### src/sv/swmf_pkg.sv
// ============================================================================
// swmf_pkg: shared types and constants of the sliding window median filter
// Sizes of the line store, the window and the rank-select pipeline.
// ============================================================================
`default_nettype none

package swmf_pkg;

    localparam int MAX_WIDTH  = 1024;
    localparam int MAX_RADIUS = 3;
    localparam int LINES      = 2 * MAX_RADIUS;
    localparam int SIDE       = 2 * MAX_RADIUS + 1;
    localparam int WIN        = SIDE * SIDE;
    localparam int MID        = WIN / 2;
    localparam int ADDR_W     = $clog2(MAX_WIDTH);
    localparam int SLOT_W     = $clog2(LINES);
    localparam int RANK_W     = $clog2(WIN + 1);
    localparam int PIX_W      = 8;
    localparam int W_LIM      = (MAX_WIDTH < 1024) ? MAX_WIDTH : 1024;
    localparam int H_LIM      = 1024;

    localparam logic [1:0] REG_RADIUS = 2'd0;
    localparam logic [1:0] REG_WIDTH  = 2'd1;
    localparam logic [1:0] REG_HEIGHT = 2'd2;

    typedef logic [PIX_W-1:0]            pix_t;
    typedef logic [SIDE-1:0][PIX_W-1:0]  column_t;
    typedef logic [WIN-1:0][PIX_W-1:0]   win_t;
    typedef logic [WIN-1:0]              alive_t;
    typedef logic [RANK_W-1:0]           rank_t;

    typedef struct packed {
        logic       valid;
        logic [9:0] row;
        logic [9:0] col;
        logic       done;
    } meta_t;

endpackage

`default_nettype wire

### src/sv/swmf_col_cell.sv
// ============================================================================
// swmf_col_cell: one column of the window shift register
// Takes the column of its right neighbor each time a pixel moves in.
// ============================================================================
`default_nettype none

module swmf_col_cell
    import swmf_pkg::*;
(
    input  wire logic    clk,
    input  wire logic    en,
    input  wire column_t col_in,
    output column_t      col_out
);

    column_t col_reg;

    always_ff @(posedge clk)
    begin
        if (en)
        begin
            col_reg <= col_in;
        end
    end

    assign col_out = col_reg;

endmodule

`default_nettype wire

### config.mk
export PLATFORM = sky130hd
export DESIGN_NAME = swmf_col_cell
export DESIGN_NICKNAME = d
export VERILOG_FILES = /design/src/sv/swmf_pkg.sv /design/src/sv/swmf_col_cell.sv
export SDC_FILE = /design/constraint.sdc
export NUM_CORES = 1
export LEC_CHECK = 0
export BUFFER_PORTS_ARGS = -buffer_cell sky130_fd_sc_hd__buf_2
export CORE_MARGIN = 5
export CORE_UTILIZATION = 43
export DETAILED_ROUTE_END_ITERATION = 8
export HOLD_SLACK_MARGIN = 0.05
export PLACE_DENSITY = 0.82
export SLEW_MARGIN = 10
export SYNTH_ARGS = -nofsm -noshare
export SYNTH_HDL_FRONTEND = slang
export SYNTH_SLANG_ARGS = --single-unit
### constraint.sdc
create_clock -name clk -period 0.85 [get_ports clk]
set_input_delay 0.085 -clock clk [delete_from_list [all_inputs] [get_ports clk]]
set_output_delay 0.085 -clock clk [all_outputs]
set_load 0.01 [all_outputs]
==> metrics.md <==
| Metric | Value |
|---|---|
| Result of the run | finished with violations |
| Failing checks | setup timing |
| Unique masters post-synth | 1 |
| DRT Pass-1 Iters | 4 |
| # DRC | 0 |
| Crit path max-delay family | flip-flops |
| Nature of the critical path endpoint | output pin |
| Via count of the first global-routing pass | 1,429 |
| Arrival time of the worst setup path | 0.87 ns |
| Vertical extent of the die | 72.5 um |
| Clock buffer count from CTS | 5 |
| Total via count after detailed routing | 1,231 |
| Finished Layout Cells | 284 |
| CP Launch Type | flop |
| Top Ports | 114 |
| Die Wd | 72.5 um |
| Average wire per standard cell | 17.1 um |
| Critical setup path kind | flop to output pin |
| Overall Power | 5.44 mW |
| Maxcap violations | 0 |
| Ordered list of cells on the worst path | buf_2 |
| Tightest Pin Transition | 0.155 ns |
| Shortest clock period the worst path allows after layout | 0.951 ns |
| CP Capture Point | col_out[51] |
| Highest clock rate | 1050 MHz |
| Maximum count of clock buffers along a single path | 2 |
| Antenna violations before repair | 0 |
| Clock transition time at the flip-flop clock pins of the worst setup and hold paths | 0.09 ns |
| Share of synthesized flip-flops with an asynchronous set or reset | 0 |
| Post-synth EDFFs | 56 |
| Area of the die | 0.00526 mm^2 |
| Global-route wire length before repair | 7130 um |
| Core Area | 0.00372 mm^2 |
| Share of layout cells above drive strength 1 | 0.511 |
| Most frequently used cell type in the post-synthesis netlist | sky130_fd_sc_hd__edfxtp_1 |
| CP max stage delay | 0.41 ns |
| IO buf count | 113 |
| Total routing usage reported by global routing | 0.188 |
| Commonest register cell after synthesis | sky130_fd_sc_hd__edfxtp_1 |
| Area fraction of the dominant cell type after synthesis | 1.00 |
| Critical path's slowest cell | sky130_fd_sc_hd__edfxtp_1 |
| Logic depth of the worst setup path including buffers | 1 |
| Initial Utilization | 0.453 |
| Count of mapped cells out of synthesis | 56 |
| Number of register bits inferred by synthesis | 56 |
| Nets | 292 |
| Power density relative to cell area | 1810 mW/mm^2 |
| Antenna violation net count after detailed routing | 0 |
| Area taken by multi-input logic gates | 0 um^2 |
| Biggest area contributors in the synthesized netlist | sky130_fd_sc_hd__edfxtp_1 (100%) |
| Synth cell count leaders | sky130_fd_sc_hd__edfxtp_1 (56) |
| Critical path buffers and inverters | 1 |
| Clk root buf | sky130_fd_sc_hd__clkbuf_8 |
| Warnings, synthesis | 0 |
| Leakage component of the power | 1.29 nW |
| Final design utilization | 0.810 |
| Worst vdd rail ir drop | 1340 uV |
| Number of sinks driven by the clock tree | 56 |
| Routed Wire Length | 4860 um |
| Relative area change from synthesis to final layout | 78.9% |
| Ratio of routed vias to standard cells | 4.33 |
| TritonCTS clock tree | done |
| Final weighted congestion in routability-driven placement | 0.681 |
| Number of standard-cell rows in the floorplan | 22 |
| Flip-flop count of the largest register, all copies and words added | 56 |
| Worst hold-check path type | input pin to flop |
| Number of post-CTS setup repair buffers | 0 |
| Final worst-path cycle share | 1.12 |
| Worst relative slew slack | 0.897 |
| Multi-input combinational cell count | 0 |
| Count of pins over their slew limit | 0 |
| Origin of the worst setup path | col_out[51]$_DFFE_PP_ |
| Biggest fanout along the worst timing path | 1 |
| Gr ovfl total | 0 |
| Maximum number of pins on one net before global-route repair | 29 |
| Setup TNS after final layout | -3.15 ns |
| Placed cells | 219 |
| Number of DRC markers in iteration 0 | 59 |
| Post-synthesis sequential area ratio | 1.00 |
| Hold Vio Cnt, Final | 0 |
| Number of setup violations in the final report | 56 |
| Mapped Nets | 114 |
| Maximum level of the CTS H-tree | 2 |
| Setup repair after global routing missed its margin | yes |
| Cell area after synthesis | 0.00168 mm^2 |
| Post-synthesis average cell area | 30.0 um^2 |
| Most area-hungry cell type in the Yosys netlist | sky130_fd_sc_hd__edfxtp_1 |
| Fin worst setup slack | -0.101 ns |
| Crit path required time | 0.76 ns |
==> cell usage in the layout (no fill, tap or decap), drive strengths merged <==
master	instances
clkinv	1
clkbuf	7
diode	1
dlygate4sd3	56
edfxtp	56
buf	115
==> per-layer routing <==
layer / routed length, um / track usage / up-vias
met5: 0 / 0 / -
met4: 85 / 0.0861 / 0
met3: 379 / 0.0526 / 10
met2: 2900 / 0.372 / 64
met1: 1490 / 0.171 / 576
li1: - / - / 581
==> per-stage QoR <==
step / instance area [um^2] / setup WS (ns) / hold slack (ns)
after detailed placement: 2350 / 0.113 / 0.263
after floorplan: 1680 / 0.371 / 0.184
after CTS: 2990 / -0.101 / 0.258
final: 3010 / -0.101 / 0.266
after global routing: 3010 / -0.131 / 0.259
after global placement: 2350 / 0.127 / 0.262
==> report_power, final <==
part / internal (mW) / switching (mW)
combinational: 0.425 / 0.328
sequential: 3.28 / 0.0634
clock: 0.576 / 0.768
total: 4.28 / 1.16
==> final cells by class <==
class                   count  area [um^2]
repair buffers            171         1180
clock buffers               7         76.3
flip-flops and latches     56         1680
diodes                      1         2.50
well taps                  48         60.1
fillers                   194          707
clock inverters             1         3.75
==> worst min path at each step <==
stage / startpoint / to / depth (start not counted)
floorplan: col_in[0] / col_out[0]$_DFFE_PP_ / 0
global placement: col_in[33] / col_out[33]$_DFFE_PP_ / 1
detailed placement: col_in[22] / col_out[22]$_DFFE_PP_ / 1
CTS: en / col_out[36]$_DFFE_PP_ / 2
global route: en / col_out[36]$_DFFE_PP_ / 2
finish: en / col_out[10]$_DFFE_PP_ / 2
==> logic make-up (layout without fill, tap and decap cells) <==
kind of cell / count (synthesis) / count (layout) / share of synthesized area
flip-flops: 56 / 56 / 1.00
buffers and inverters: 0 / 179 / 0
other: 0 / 1 / 0
==> timing repair <==
item | in CTS | in global routing
resized for setup | 0 | 3
hold endpoints to repair | 56 | 0
cloned | 0 | 0
hold buffers | 56 | 0
pin swaps | 0 | 0
setup endpoints to repair | 56 | 56
Note: power is estimated with default switching activity, not from simulation.
