<file path="config.mk">
export PLATFORM = sky130hd
export DESIGN_NAME = swmf_radix_cell
export DESIGN_NICKNAME = d
export VERILOG_FILES = /design/src/sv/swmf_pkg.sv /design/src/sv/swmf_radix_cell.sv
export SDC_FILE = /design/constraint.sdc
export NUM_CORES = 1
export LEC_CHECK = 0
export BUFFER_PORTS_ARGS = -buffer_cell sky130_fd_sc_hd__buf_2
export CAP_MARGIN = 20
export CORE_AREA = 3 3 359 361
export DETAILED_ROUTE_END_ITERATION = 8
export DIE_AREA = 0 0 362 364
export PLACE_DENSITY = 0.41
export SLEW_MARGIN = 20
export SYNTH_ARGS = -nofsm -noshare
export SYNTH_HDL_FRONTEND = slang
export SYNTH_SLANG_ARGS = --single-unit
export TNS_END_PERCENT = 30
</file>
<file path="constraint.sdc">
create_clock -name clk -period 19.85 [get_ports clk]
set_input_delay 1.985 -clock clk [delete_from_list [all_inputs] [get_ports clk]]
set_output_delay 1.985 -clock clk [all_outputs]
set_load 0.01 [all_outputs]
</file>
<file path="src/sv/swmf_pkg.sv">
// ============================================================================
// swmf_pkg: shared types and constants of the sliding window median filter
// Sizes of the line store, the window and the rank-select pipeline.
// ============================================================================
`default_nettype none

package swmf_pkg;

    localparam int MAX_WIDTH  = 1024;
    localparam int MAX_RADIUS = 3;
    localparam int LINES      = 2 * MAX_RADIUS;
    localparam int SIDE       = 2 * MAX_RADIUS + 1;
    localparam int WIN        = SIDE * SIDE;
    localparam int MID        = WIN / 2;
    localparam int ADDR_W     = $clog2(MAX_WIDTH);
    localparam int SLOT_W     = $clog2(LINES);
    localparam int RANK_W     = $clog2(WIN + 1);
    localparam int PIX_W      = 8;
    localparam int W_LIM      = (MAX_WIDTH < 1024) ? MAX_WIDTH : 1024;
    localparam int H_LIM      = 1024;

    localparam logic [1:0] REG_RADIUS = 2'd0;
    localparam logic [1:0] REG_WIDTH  = 2'd1;
    localparam logic [1:0] REG_HEIGHT = 2'd2;

    typedef logic [PIX_W-1:0]            pix_t;
    typedef logic [SIDE-1:0][PIX_W-1:0]  column_t;
    typedef logic [WIN-1:0][PIX_W-1:0]   win_t;
    typedef logic [WIN-1:0]              alive_t;
    typedef logic [RANK_W-1:0]           rank_t;

    typedef struct packed {
        logic       valid;
        logic [9:0] row;
        logic [9:0] col;
        logic       done;
    } meta_t;

endpackage

`default_nettype wire

</file>
<file path="src/sv/swmf_radix_cell.sv">
// ============================================================================
// swmf_radix_cell: one bit of the radix rank select
// Decides one median bit from the top bit plane and narrows the candidates.
// ============================================================================
`default_nettype none

module swmf_radix_cell
    import swmf_pkg::*;
(
    input  wire logic   clk,
    input  wire logic   en,
    input  wire win_t   vals_in,
    input  wire alive_t alive_in,
    input  wire rank_t  rank_in,
    input  wire pix_t   med_in,
    output win_t        vals_out,
    output alive_t      alive_out,
    output rank_t       rank_out,
    output pix_t        med_out
);

    win_t   vals_reg;
    alive_t alive_reg;
    rank_t  rank_reg;
    pix_t   med_reg;

    alive_t zero_set;
    alive_t one_set;
    rank_t  zero_cnt;
    logic   bit_one;

    // Candidates whose current top bit is zero; the median bit is one when
    // the wanted rank lies beyond all of them.
    always_comb
    begin
        zero_cnt = '0;
        for (int i = 0; i < WIN; i++)
        begin
            zero_set[i] = alive_in[i] & ~vals_in[i][PIX_W-1];
            one_set[i]  = alive_in[i] &  vals_in[i][PIX_W-1];
            zero_cnt    = zero_cnt + rank_t'(zero_set[i]);
        end
        bit_one = (rank_in >= zero_cnt);
    end

    always_ff @(posedge clk)
    begin
        if (en)
        begin
            for (int i = 0; i < WIN; i++)
            begin
                vals_reg[i] <= {vals_in[i][PIX_W-2:0], 1'b0};
            end
            alive_reg <= bit_one ? one_set : zero_set;
            rank_reg  <= bit_one ? (rank_in - zero_cnt) : rank_in;
            med_reg   <= {med_in[PIX_W-2:0], bit_one};
        end
    end

    assign vals_out  = vals_reg;
    assign alive_out = alive_reg;
    assign rank_out  = rank_reg;
    assign med_out   = med_reg;

endmodule

`default_nettype wire

</file>
==> results of run 1 <==
## critical path: stages
cell	delay, ns
buf_2	0.10
nor2b_1	0.15
fa_1	0.54
inv_1	0.06
fa_1	1.00
fa_1	0.56
fa_1	0.52
fa_1	0.55
fa_1	0.61
inv_1	0.08
fa_1	0.50
fa_1	0.48
fa_1	0.42
a21o_1	0.18
a21oi_1	0.16
xor2_1	0.21
ha_1	0.28
nor3_1	0.08
nor2_1	0.20
o41ai_4	0.19
inv_4	0.30
buf_4	0.62
xnor2_1	0.11
and2_1	0.19
## state kept, by name (all words and copies together), names as in the netlist
signal     flops
vals_out     343
alive_out     49
med_out        8
rank_out       6
## power by group through the flow
stage          Combinational (mW)  Sequential, mW  Clock, mW
6_report                     2.02            1.21      0.920
3_5_place_dp                 2.08            1.23          0
5_1_grt                      2.28            1.23      0.995
3_3_place_gp                 2.08            1.23          0
2_1_floorplan                1.50            1.29          0
4_1_cts                      2.09            1.22      0.969
## layout by cell type, fill, tap and decap left out, types with 21 or more instances in the layout
master,instances
conb_1,49
xnor2_1,53
nand2b_1,21
nor2b_1,30
buf_2,860
clkbuf_16,53
fa_1,41
and2_1,49
inv_1,46
edfxtp_1,406
## metrics by stage
stage               instances  utilization [%]  power [mW]  cell area, µm²  worst slack [ns]
floorplan                 799                -       2.795           15310             11.19
global placement         3263            16.96       3.311           21320             9.312
detailed placement       3263            16.96       3.314           21320             9.273
CTS                      3358            18.25       4.274           22940             9.950
global route             3358            18.25       4.505           22940             9.684
finish                   3369            18.27       4.153           22970             10.03
## layer usage
| layer | vias to the layer above | global-route usage [%] | share of wire [%] |
|---|---|---|---|
| li1 | 4469 | - | - |
| met1 | 4825 | 10.46 | 37 |
| met2 | 502 | 16.56 | 50 |
| met3 | 91 | 3.822 | 9.5 |
| met4 | 10 | 3.145 | 3.1 |
| met5 | - | 0 | 0.097 |
## kinds of logic (layout without fill, tap and decap cells)
logic type,count (synthesis),after routing,share of synthesized area [%]
compound gates,18,18,0.9347
xor+xnor,55,55,3.185
fa+ha+maj,56,56,6.667
buf+inv,101,1010,3.987
flops,406,406,80.60
mux,1,1,0.06617
other cells,1,60,0.02479
simple gates,113,113,4.541
## final timing paths
path,cells after the start,end,slack [ns]
min,1,vals_out[17],1.53
max,24,alive_out[33],10.03
## final cells by class
class / instances / area (µm²) / area share (%)
multi-input combinational: 292 / 2512 / 10.94
timing repair buffer: 868 / 4372 / 19.03
clock buffer: 61 / 1356 / 5.905
tap: 1650 / 2064 / 8.988
clock inverter: 34 / 265.3 / 1.155
antenna: 11 / 27.53 / 0.1198
sequential: 406 / 12190 / 53.08
inverter: 47 / 178.9 / 0.7790
==> run summary, run 1 <==
The flow ran to the end, and the final reports show no timing, DRC or antenna violations. The most critical setup path has its startpoint at alive_in[0]. Dividing the detail-routed wire length by the instance count gives 19.89 µm. The number of global-route vias before repair is 10170.

Of the synthesized area, sequential elements account for 80.60%. The area growth from synthesis to layout came out at 51.84%. After synthesis the cells add up to 15130 µm². Gates resized during post-CTS repair numbered 0.

The clock sink count is 406. The worst-case vdd ir drop came out at 226.4 µV. The part of the power in the clock network is 22.1%. The leakage power total came out at 9.469 nW. By count the netlist is led by edfxtp_1, xnor2_1, and2_1, buf_4, inv_1.

The data arrival time at the worst-slack endpoint is 10.19 ns. For this design the total switching power over the nets is 1.545 mW. The worst-path maximum fanout came out at 39.

The number of CTS-inserted buffers came out at 52. The warning count from the yosys run came out at 0. The number of distinct standard cells referenced by the synthesized netlist came out at 31. The power density over cell area came out at 180.8 nW/µm². The synthesized design spends more area on one cell type than any other, namely edfxtp_1. For this run, the detailed router's first-pass iteration total came to 4. Sequential cells burn 29.2% of the power.

The worst path required time came out at 20.22 ns. Among all flip-flop cells after synthesis, the most frequent one is edfxtp_1. The number of antenna violations at the first check in global routing came out at 37.

The worst hold path begins at vals_in[16]. For this run, the top clock speed supported by timing is 101.8 MHz. The share of the synthesized area in the top cell type came out at 80.60%.

The switching power share of the total came out at 37.21%. The area of the core region came out at 125700 µm². The transition time at the pin with the least slew margin is 0.9025 ns.

In this run the mean area of a mapped cell was 20.14 µm². The summed negative setup slack over all endpoints is 0 ns. The floorplan step defined a die boundary enclosing 131800 µm². The count of pins over their slew limit is 0. The internal power summed over all cells is 2.608 mW. The final RePlAce weighted congestion is 0.7301.

Counting along the longest clock path gives a buffer depth of 3. The number of buffers inserted by post-CTS setup repair is 0. After synthesis, the cell types taking the most area are edfxtp_1, fa_1, xnor2_1, buf_4, and2_1. The minimum clock period after layout is 9.823 ns. The total routing usage reported by global routing is 9.485%.

The first global-routing pass estimated 85.31 mm of wire. STA classifies the critical path startpoint as an input port. The net count of the finished layout is 2180. The number of hold violations in the final report is 0.

The final layout contains routed wiring with a total length of 67.00 mm. The H-tree generated during clock tree synthesis spans 2 levels. Setup repair after global routing left no endpoint under its margin. The number of buffers added on ports is 861. Summed over all nets, the half-perimeter wirelength after detailed placement is 54.97 mm. The count of mapped cells out of synthesis came out at 751. The number of fill cells in the layout came out at 13860. The number of enable-type register cells in the synthesized netlist is 406.

The share of synthesized flip-flops with an asynchronous set or reset is 0%. The worst hold slack is 1.534 ns. Of the cells placed in the final design, the portion with a size suffix greater than 1 is 55.56%. The number of routed nets with antenna violations came out at 0. Headroom to the max-slew limit came out at 39.83%. The clock-pin slew of the registers on the worst-case setup and hold paths came out at 0.06 ns. The tool flagged a number of max-cap violations equal to 0.

The detail-routed via count per cell came out at 2.938. The number of ports placed on the die boundary came out at 912. TritonCTS built the clock tree.

The worst setup path is captured at a flip-flop. The chip width came out at 362 µm. The vertical die dimension is 364 µm. In this run, post-CTS hold repair placed 0 buffers. The tree is rooted in a clkbuf_16.

The total of flip-flops plus latches after synthesis came out at 406. The worst min-delay path class is in2reg. Setup violations remaining at the end of the flow were counted as 0. The path type of the worst setup path is in2reg. The floorplan row count is 130. The pin count of the biggest net entering global routing came out at 79. After global routing the overflow that remains totals 0. The number of vias in the routed layout is 9897. In the routed design, unresolved DRC markers number 0. The period utilization is 49.48%. The initial standard-cell utilization of the core came out at 12.03%. The number of violations reported at the end of detailed-routing iteration 0 came out at 573. The most common cell in the synthesized netlist is edfxtp_1. The power share of the combinational group came out at 48.6%.
Power figures use the tool's default switching activity.
==> run 2, diff against run 1 <==
--- a/config.mk
+++ b/config.mk
@@ -5,12 +5,13 @@
 export SDC_FILE = /design/constraint.sdc
 export NUM_CORES = 1
 export LEC_CHECK = 0
+export ABC_AREA = 1
 export BUFFER_PORTS_ARGS = -buffer_cell sky130_fd_sc_hd__buf_2
 export CAP_MARGIN = 20
-export CORE_AREA = 3 3 359 361
+export CORE_AREA = 3 3 353 355
 export DETAILED_ROUTE_END_ITERATION = 8
-export DIE_AREA = 0 0 362 364
-export PLACE_DENSITY = 0.41
+export DIE_AREA = 0 0 356 358
+export PLACE_DENSITY = 0.43
 export SLEW_MARGIN = 20
 export SYNTH_ARGS = -nofsm -noshare
 export SYNTH_HDL_FRONTEND = slang
==> constraint.sdc (replaced) <==
create_clock -name clk -period 8.9 [get_ports clk]
set_input_delay 0.89 -clock clk [delete_from_list [all_inputs] [get_ports clk]]
set_output_delay 0.89 -clock clk [all_outputs]
set_load 0.01 [all_outputs]
==> run 2 against run 1 <==
  * Critical path depth did not move
  * Core utilization rose by 0.98 points
  * Sequential share of layout area fell by 1.0 points
  * Die area fell by 3.3%
  * Critical path type unchanged
  * Via count rose by 13%
  * Synthesized area rose by 1.6%
  * Final cell count rose by 4.0%
  * Wire length rose by 21%
==> run summary, run 2 <==
The run finished with clean final reports. Of all nets on the critical path, the largest fanout is 25. The transition time at the pin with the least slew margin came out at 0.9829 ns.

The root buffer cell chosen for the clock tree is clkbuf_16. The clock sink count came out at 406. By area the synthesized netlist is led by edfxtp_1, fa_1, inv_1, buf_4, nand4_1. The final core area utilization came out at 19.25%. The register with the most flip-flops in the layout has 343 of them.

The worst slack at placement came out at 0.5048 ns. The clock-pin slew of the registers on the worst-case setup and hold paths is 0.06 ns. The least setup slack across all paths after layout came out at 1.191 ns.

The floorplan row count is 128. The worst setup path is launched from an input port. Leaving out fill and tap cells, the most frequent cell in the layout is buf_2. The largest total area in the synthesized netlist belongs to edfxtp_1. The register area share after synthesis is 79.35%. The summed negative setup slack over all endpoints is 0 ns.

The number of enable-type register cells in the synthesized netlist came out at 406. The cell that appears most often on the critical path is fa_1. Max-cap violations in this run came to 0. The number of hold violations in the final report is 0. In this run, the number of DRC markers left after iteration 0 of detailed routing was 726. The total of flip-flops plus latches after synthesis came out at 406. The chip width came out at 356 µm.

After detailed routing, the average wire length per cell comes to 23.19 µm. The proportion of layout cells with a drive suffix above 1 came out at 51.07%. The worst hold path begins at vals_in[102]. The wire length of the first global-routing pass came out at 101.3 mm. Before antenna repair, the detailed router went through 5 iterations.

The summed area of non-filler cells in the final layout came out at 23430 µm². The clock passes through at most 3 buffers. The path type of the worst setup path is in2reg. By count the netlist is led by edfxtp_1, inv_1, nand2_1.

TritonCTS built the clock tree. The number of ports placed on the die boundary came out at 912. The average footprint of a synthesized cell is 16.79 µm². The leakage power total came out at 10.16 nW. The share of synthesized flip-flops with an asynchronous set or reset is 0%. Counting instances, the worst hold path has a depth of 1. The worst path required time is 9.26 ns.

The slowest stage of the critical path is the fa_1 cell. The post-placement cell area is 21560 µm². The worst hold path terminates at vals_out[103]. The number of CTS-inserted buffers came out at 55. The worst hold slack came out at 0.4066 ns. The data arrival time at the worst-slack endpoint is 8.07 ns. The total routing usage reported by global routing came out at 12.03%. The number of buffers inserted by post-CTS setup repair came out at 0. The final net count is 2335. The most instantiated library cell after synthesis is edfxtp_1. In the layout the commonest cells are buf_2, edfxtp_1, inv_1.

The final RePlAce weighted congestion is 0.7939. Derived from the worst setup path, the maximum achievable clock frequency is 129.7 MHz. The worst-case vdd ir drop is 452.1 µV. The CTS H-tree depth is 2. The largest single stage delay on the critical path is 0.74 ns. The final count of negative-setup-slack endpoints is 0. The period utilization is 86.61%. For this design the ratio of total power to cell area is 378.8 nW/µm². The area of the die is 127400 µm². The post-cts sizing count came out at 0. The mapped cell area is 15360 µm².

The number of vias in the routed layout is 11200. Synthesis instantiated 20 different standard cells from the library. In this run the worst hold path is classified as in2reg. The critical path goes through buf_2, inv_1, nor2_1, fa_1, inv_1, fa_1, fa_1, fa_1, fa_1, fa_1, inv_1, fa_1, fa_1, fa_1, a21oi_1, o21ai_0, xnor2_1, ha_1, nand2_1, inv_2, nand3_2, nand3_2, buf_4, o21ai_1.

The area of the core region is 121700 µm². STA classifies the critical path endpoint as a flip-flop. The share of the synthesized area in the top cell type came out at 79.35%. The final global-route overflow total came out at 0. The hold-fix buffer count after cts came out at 0. The normalized max-slew margin came out at 34.47%.

Entering global routing, the biggest net connects 140 pins. The total routed wirelength is 81.28 mm. The count of pins over their slew limit is 0.

The minimum clock period after layout is 7.709 ns. The placed wire-length estimate after detailed placement is 67.32 mm. The number of routed nets with antenna violations is 0.

The warning count from the yosys run is 0. The area growth from synthesis to layout is 52.46%. Setup repair after global routing left no endpoint under its margin. The remaining design rule violation count came out at 0. After detailed routing, the number of vias per cell comes to 3.196. The number of antenna violations at the first check in global routing is 57. The main flop type after synthesis is edfxtp_1. The vertical die dimension is 358 µm. The count of mapped cells out of synthesis came out at 915. The number of global-route vias before repair came out at 11020.

The initial standard-cell utilization of the core is 12.62%. The number of buffers added on ports came out at 861.
run 2: cells by family (layout without fill, tap and decap cells):
logic type	count (synthesis)	in the layout	share of synthesized area (%)
DFF	406	406	79.35
and+or+nand+nor	238	238	7.248
buffers and inverters	200	1103	6.238
adders and majority gates	56	56	6.564
AOI/OAI and AO/OA	10	10	0.3502
xor gates and xnor gates	4	4	0.2280
other	1	63	0.02441
run 2: where the power goes:
| part | internal [mW] | leakage (nW) | switching [mW] |
|---|---|---|---|
| Combinational | 1.33 | 5.32 | 2.63 |
| Clock | 1.34 | 0.882 | 0.943 |
| Sequential | 2.55 | 3.97 | 0.0771 |
run 2: worst max-delay path, delay by kind of cell:
kind                       cells  cell delay (ns)
and+or+nand+nor                4             0.41
buffers and inverters          6             0.79
AOI/OAI and AO/OA              3             0.44
xor gates and xnor gates       1             0.14
adders and majority gates     10             5.37
run 2: per-layer routing:
layer  wire, µm  global-route usage (%)  vias to the layer above
li1           -                       -                     5003
met1      29310                   13.87                     5422
met2      39110                   19.99                      658
met3       9373                   4.526                      110
met4       3436                   5.087                       10
met5         63                       0                        -
run 2: cell type report:
class / count / area, µm²
flip-flops and latches: 406 / 12190
clock inverters: 39 / 424.2
well taps: 1625 / 2033
inverters: 130 / 488.0
diodes: 14 / 35.03
repair buffers: 872 / 4439
clock buffers: 62 / 1403
fillers: 13410 / 98290
multi-input cells: 357 / 2411
run 2: worst max path at each step:
stage               slack [ns]          from            end
floorplan                 1.57  alive_in[17]    rank_out[5]
global placement          0.53   alive_in[5]  alive_out[11]
detailed placement        0.50  alive_in[11]    rank_out[3]
CTS                       1.20   alive_in[5]    rank_out[1]
global route              0.80  alive_in[11]   alive_out[0]
finish                    1.19   alive_in[5]    rank_out[0]
run 2: stage by stage:
step / power, mW / instances
CTS: 9.123 / 3491
finish: 8.874 / 3505
floorplan: 5.194 / 963
detailed placement: 6.743 / 3390
global placement: 6.749 / 3390
global route: 9.643 / 3491
==> run 3, diff against run 2 <==
--- a/config.mk
+++ b/config.mk
@@ -12,6 +12,7 @@
 export DETAILED_ROUTE_END_ITERATION = 8
 export DIE_AREA = 0 0 356 358
 export PLACE_DENSITY = 0.43
+export SETUP_SLACK_MARGIN = 0.05
 export SLEW_MARGIN = 20
 export SYNTH_ARGS = -nofsm -noshare
 export SYNTH_HDL_FRONTEND = slang
==> constraint.sdc (replaced) <==
create_clock -name clk -period 8.9 [get_ports clk]
set_input_delay 2.67 -clock clk [delete_from_list [all_inputs] [get_ports clk]]
set_output_delay 2.67 -clock clk [all_outputs]
set_load 0.01 [all_outputs]
==> run 3 against run 2 <==
  * Sequential share of layout area fell by 1.3 points
  * First-iteration DRC count is 15% higher
  * Design area increased by 2.5%
  * Core utilization is 0.47 points higher
  * Wire length is 3.5% higher
  * Global-route usage is 0.23 points higher
  * Highest routed layer unchanged
  * Critical path depth up 4
  * Largest power group unchanged
  * Maximum frequency down 11%
  * Sequential cell count is the same
  * Die area is the same
  * Worst hold slack improved by 1.8 ns
  * Via count up 1.8%
==> run summary, run 3 (synthesized netlist as in run 2, its figures left out) <==
The run finished with clean final reports. The leakage power total came out at 10.42 nW. The total routed wirelength came out at 84.17 mm. Setup violations remaining at the end of the flow were counted as 0. The pre-antenna-repair detailed-routing pass consisted of 4 iterations. The count of pins over their slew limit is 0. Using the TritonRoute via totals, the vias-per-cell ratio works out to 3.225. The normalized max-slew margin is 31.95%. The number of CTS-inserted buffers is 52. The placed wire-length estimate after detailed placement came out at 68.69 mm.

The die is 358 µm tall. The worst hold path terminates at vals_out[71]. The chip width is 356 µm. The number of hold violations in the final report came out at 0.

The cell sitting at the root of the clock tree is a clkbuf_16. The summed area of non-filler cells in the final layout is 24000 µm². The worst hold path belongs to the class in2reg. The flip-flop count of the largest register after layout is 343. In this design, the critical path's most frequently occurring cell is fa_1. The floorplan row count is 128. Leaving out fill and tap cells, the most frequent cell in the layout is buf_2. The number of global-route vias before repair is 11440. In this run the count of I/O pins placed on the die edge is 912. Leaving out fill and tap cells, the most frequent cells in the layout are buf_2, edfxtp_1, inv_1. The critical path is of the in2reg type. The count of nets left with antenna violations once routing finished came out at 0.

Along the worst path, the maximum fanout reaches 7. For the worst setup path, the data arrival time is 9.04 ns. The H-tree was split into 2 levels.

The pin count of the biggest net entering global routing came out at 129. STA puts the critical path data required time at 9.26 ns. Dividing total power by cell area gives a power density of 425.1 nW/µm².

The cell family contributing the most delay on the critical path is adder cells. For this run, the slowest stage of the critical path takes 0.56 ns. The type of origin of the critical path is an input port. The remaining design rule violation count came out at 0. The initial standard-cell utilization of the core came out at 12.62%. The post-placement cell area is 21840 µm².

The number of buffers added on ports is 861. Global routing finished with a remaining overflow of 0. For this run, the total global-route usage over all layers was measured as 12.26%. The region available for standard cell placement spans 121700 µm².

The beginning of the worst hold path is vals_in[70]. STA classifies the critical path endpoint as a flip-flop. The worst slack at placement came out at -0.7202 ns. Clock tree synthesis found a total of 406 sinks. The hold-fix buffer count after cts is 0. TritonCTS built the clock tree. The area of the die came out at 127400 µm². Counting both buffers and inverters, the worst setup path holds a total of 9. Counting instances, the worst hold path has a depth of 1.

The worst-path cell with the longest stage delay is fa_1. The clock period could shrink to 8.680 ns. The clock passes through at most 3 buffers. The number of antenna violations at the first check in global routing came out at 64. The first global-routing pass estimated 103.1 mm of wire. The final RePlAce weighted congestion is 0.7648. The clock-pin slew of the registers on the worst-case setup and hold paths came out at 0.06 ns. The final net count came out at 2372.

The least setup slack across all paths after layout is 0.2203 ns. The number of vias in the routed layout is 11400. After layout, the worst path uses 97.52% of the clock period. The highest achievable clock rate is 115.2 MHz.

Cells with a size suffix above 1 make up 54.00% of the layout. The transition time at the pin with the least slew margin came out at 1.017 ns. VDD sags by at most 437.6 µV.

Setup repair after global routing could not meet its margin everywhere. The wire length per cell after detailed routing came out at 23.81 µm. The area growth from synthesis to layout came out at 56.21%. The number of violations of the max-capacitance limit is 0. The number of violations reported at the end of detailed-routing iteration 0 came out at 833.
==> run 3: cell count changes in the layout (fill, tap and decap cells not counted), moves of 4 or more <==
cell,previous run,this run
buf_16,0,5
clkinvlp_4,1,5
clkinv_1,18,13
buf_6,0,4
nor2_1,52,39
fa_1,41,37
nor2_4,0,4
inv_1,129,119
buf_4,8,35
inv_2,1,10
diode_2,14,10
nor2_2,0,9
fa_2,0,4
==> run 3: where the power goes <==
part,internal (mW),switching [mW]
sequential,2.55,0.0666
combinational,2.25,3.11
clock,1.31,0.924
==> run 3: final cells by class <==
| cell class | count | area (µm²) |
|---|---|---|
| Antenna cell | 10 | 25.02 |
| Clock buffer | 57 | 1320 |
| Clock inverter | 38 | 466.7 |
| Fill cell | 13430 | 97720 |
| Inverter | 130 | 490.5 |
| Multi-Input combinational cell | 357 | 2510 |
| Sequential cell | 406 | 12190 |
| Tap cell | 1625 | 2033 |
| Timing Repair Buffer | 912 | 4965 |
==> run 3: repair_timing <==
| action | in CTS | in global routing |
|---|---|---|
| setup endpoints to repair | 54 | 56 |
| buffers inserted | 3 | 1 |
| pin swaps | 15 | 12 |
| gates resized for setup | 12 | 36 |
| cloned | 2 | 5 |
==> run 3: worst max-delay path by stage <==
stage | slack (ns) | from | end | cells after the start
after global routing | 0.03 | alive_in[7] | alive_out[29] | 28
after detailed placement | -0.72 | alive_in[9] | alive_out[26] | 27
after global placement | -0.71 | vals_in[79] | alive_out[15] | 26
after floorplan | 0.08 | alive_in[17] | alive_out[10] | 26
final | 0.22 | alive_in[7] | alive_out[34] | 28
after CTS | 0.04 | alive_in[7] | alive_out[32] | 28
==> run 3: metrics by stage <==
| stage | hold slack (ns) | TNS (ns) | power [mW] | std cells | util [%] |
|---|---|---|---|---|---|
| 2_1_floorplan | 2.769 | 0 | 5.262 | 963 | - |
| 3_3_place_gp | 2.846 | -37.83 | 7.241 | 3419 | 17.95 |
| 3_5_place_dp | 2.848 | -38.54 | 7.260 | 3419 | 17.95 |
| 4_1_cts | 2.095 | 0 | 9.940 | 3519 | 19.51 |
| 5_1_grt | 2.130 | 0 | 11.03 | 3526 | 19.70 |
| 6_report | 2.189 | 0 | 10.20 | 3535 | 19.72 |
==> run 3: layer usage <==
layer,track usage (%),vias to the layer above,wire [µm]
met2,20.82,666,40850
met3,5.432,127,10090
met1,13.22,5528,29320
met4,5.269,18,3813
met5,0,-,102
li1,-,5063,-
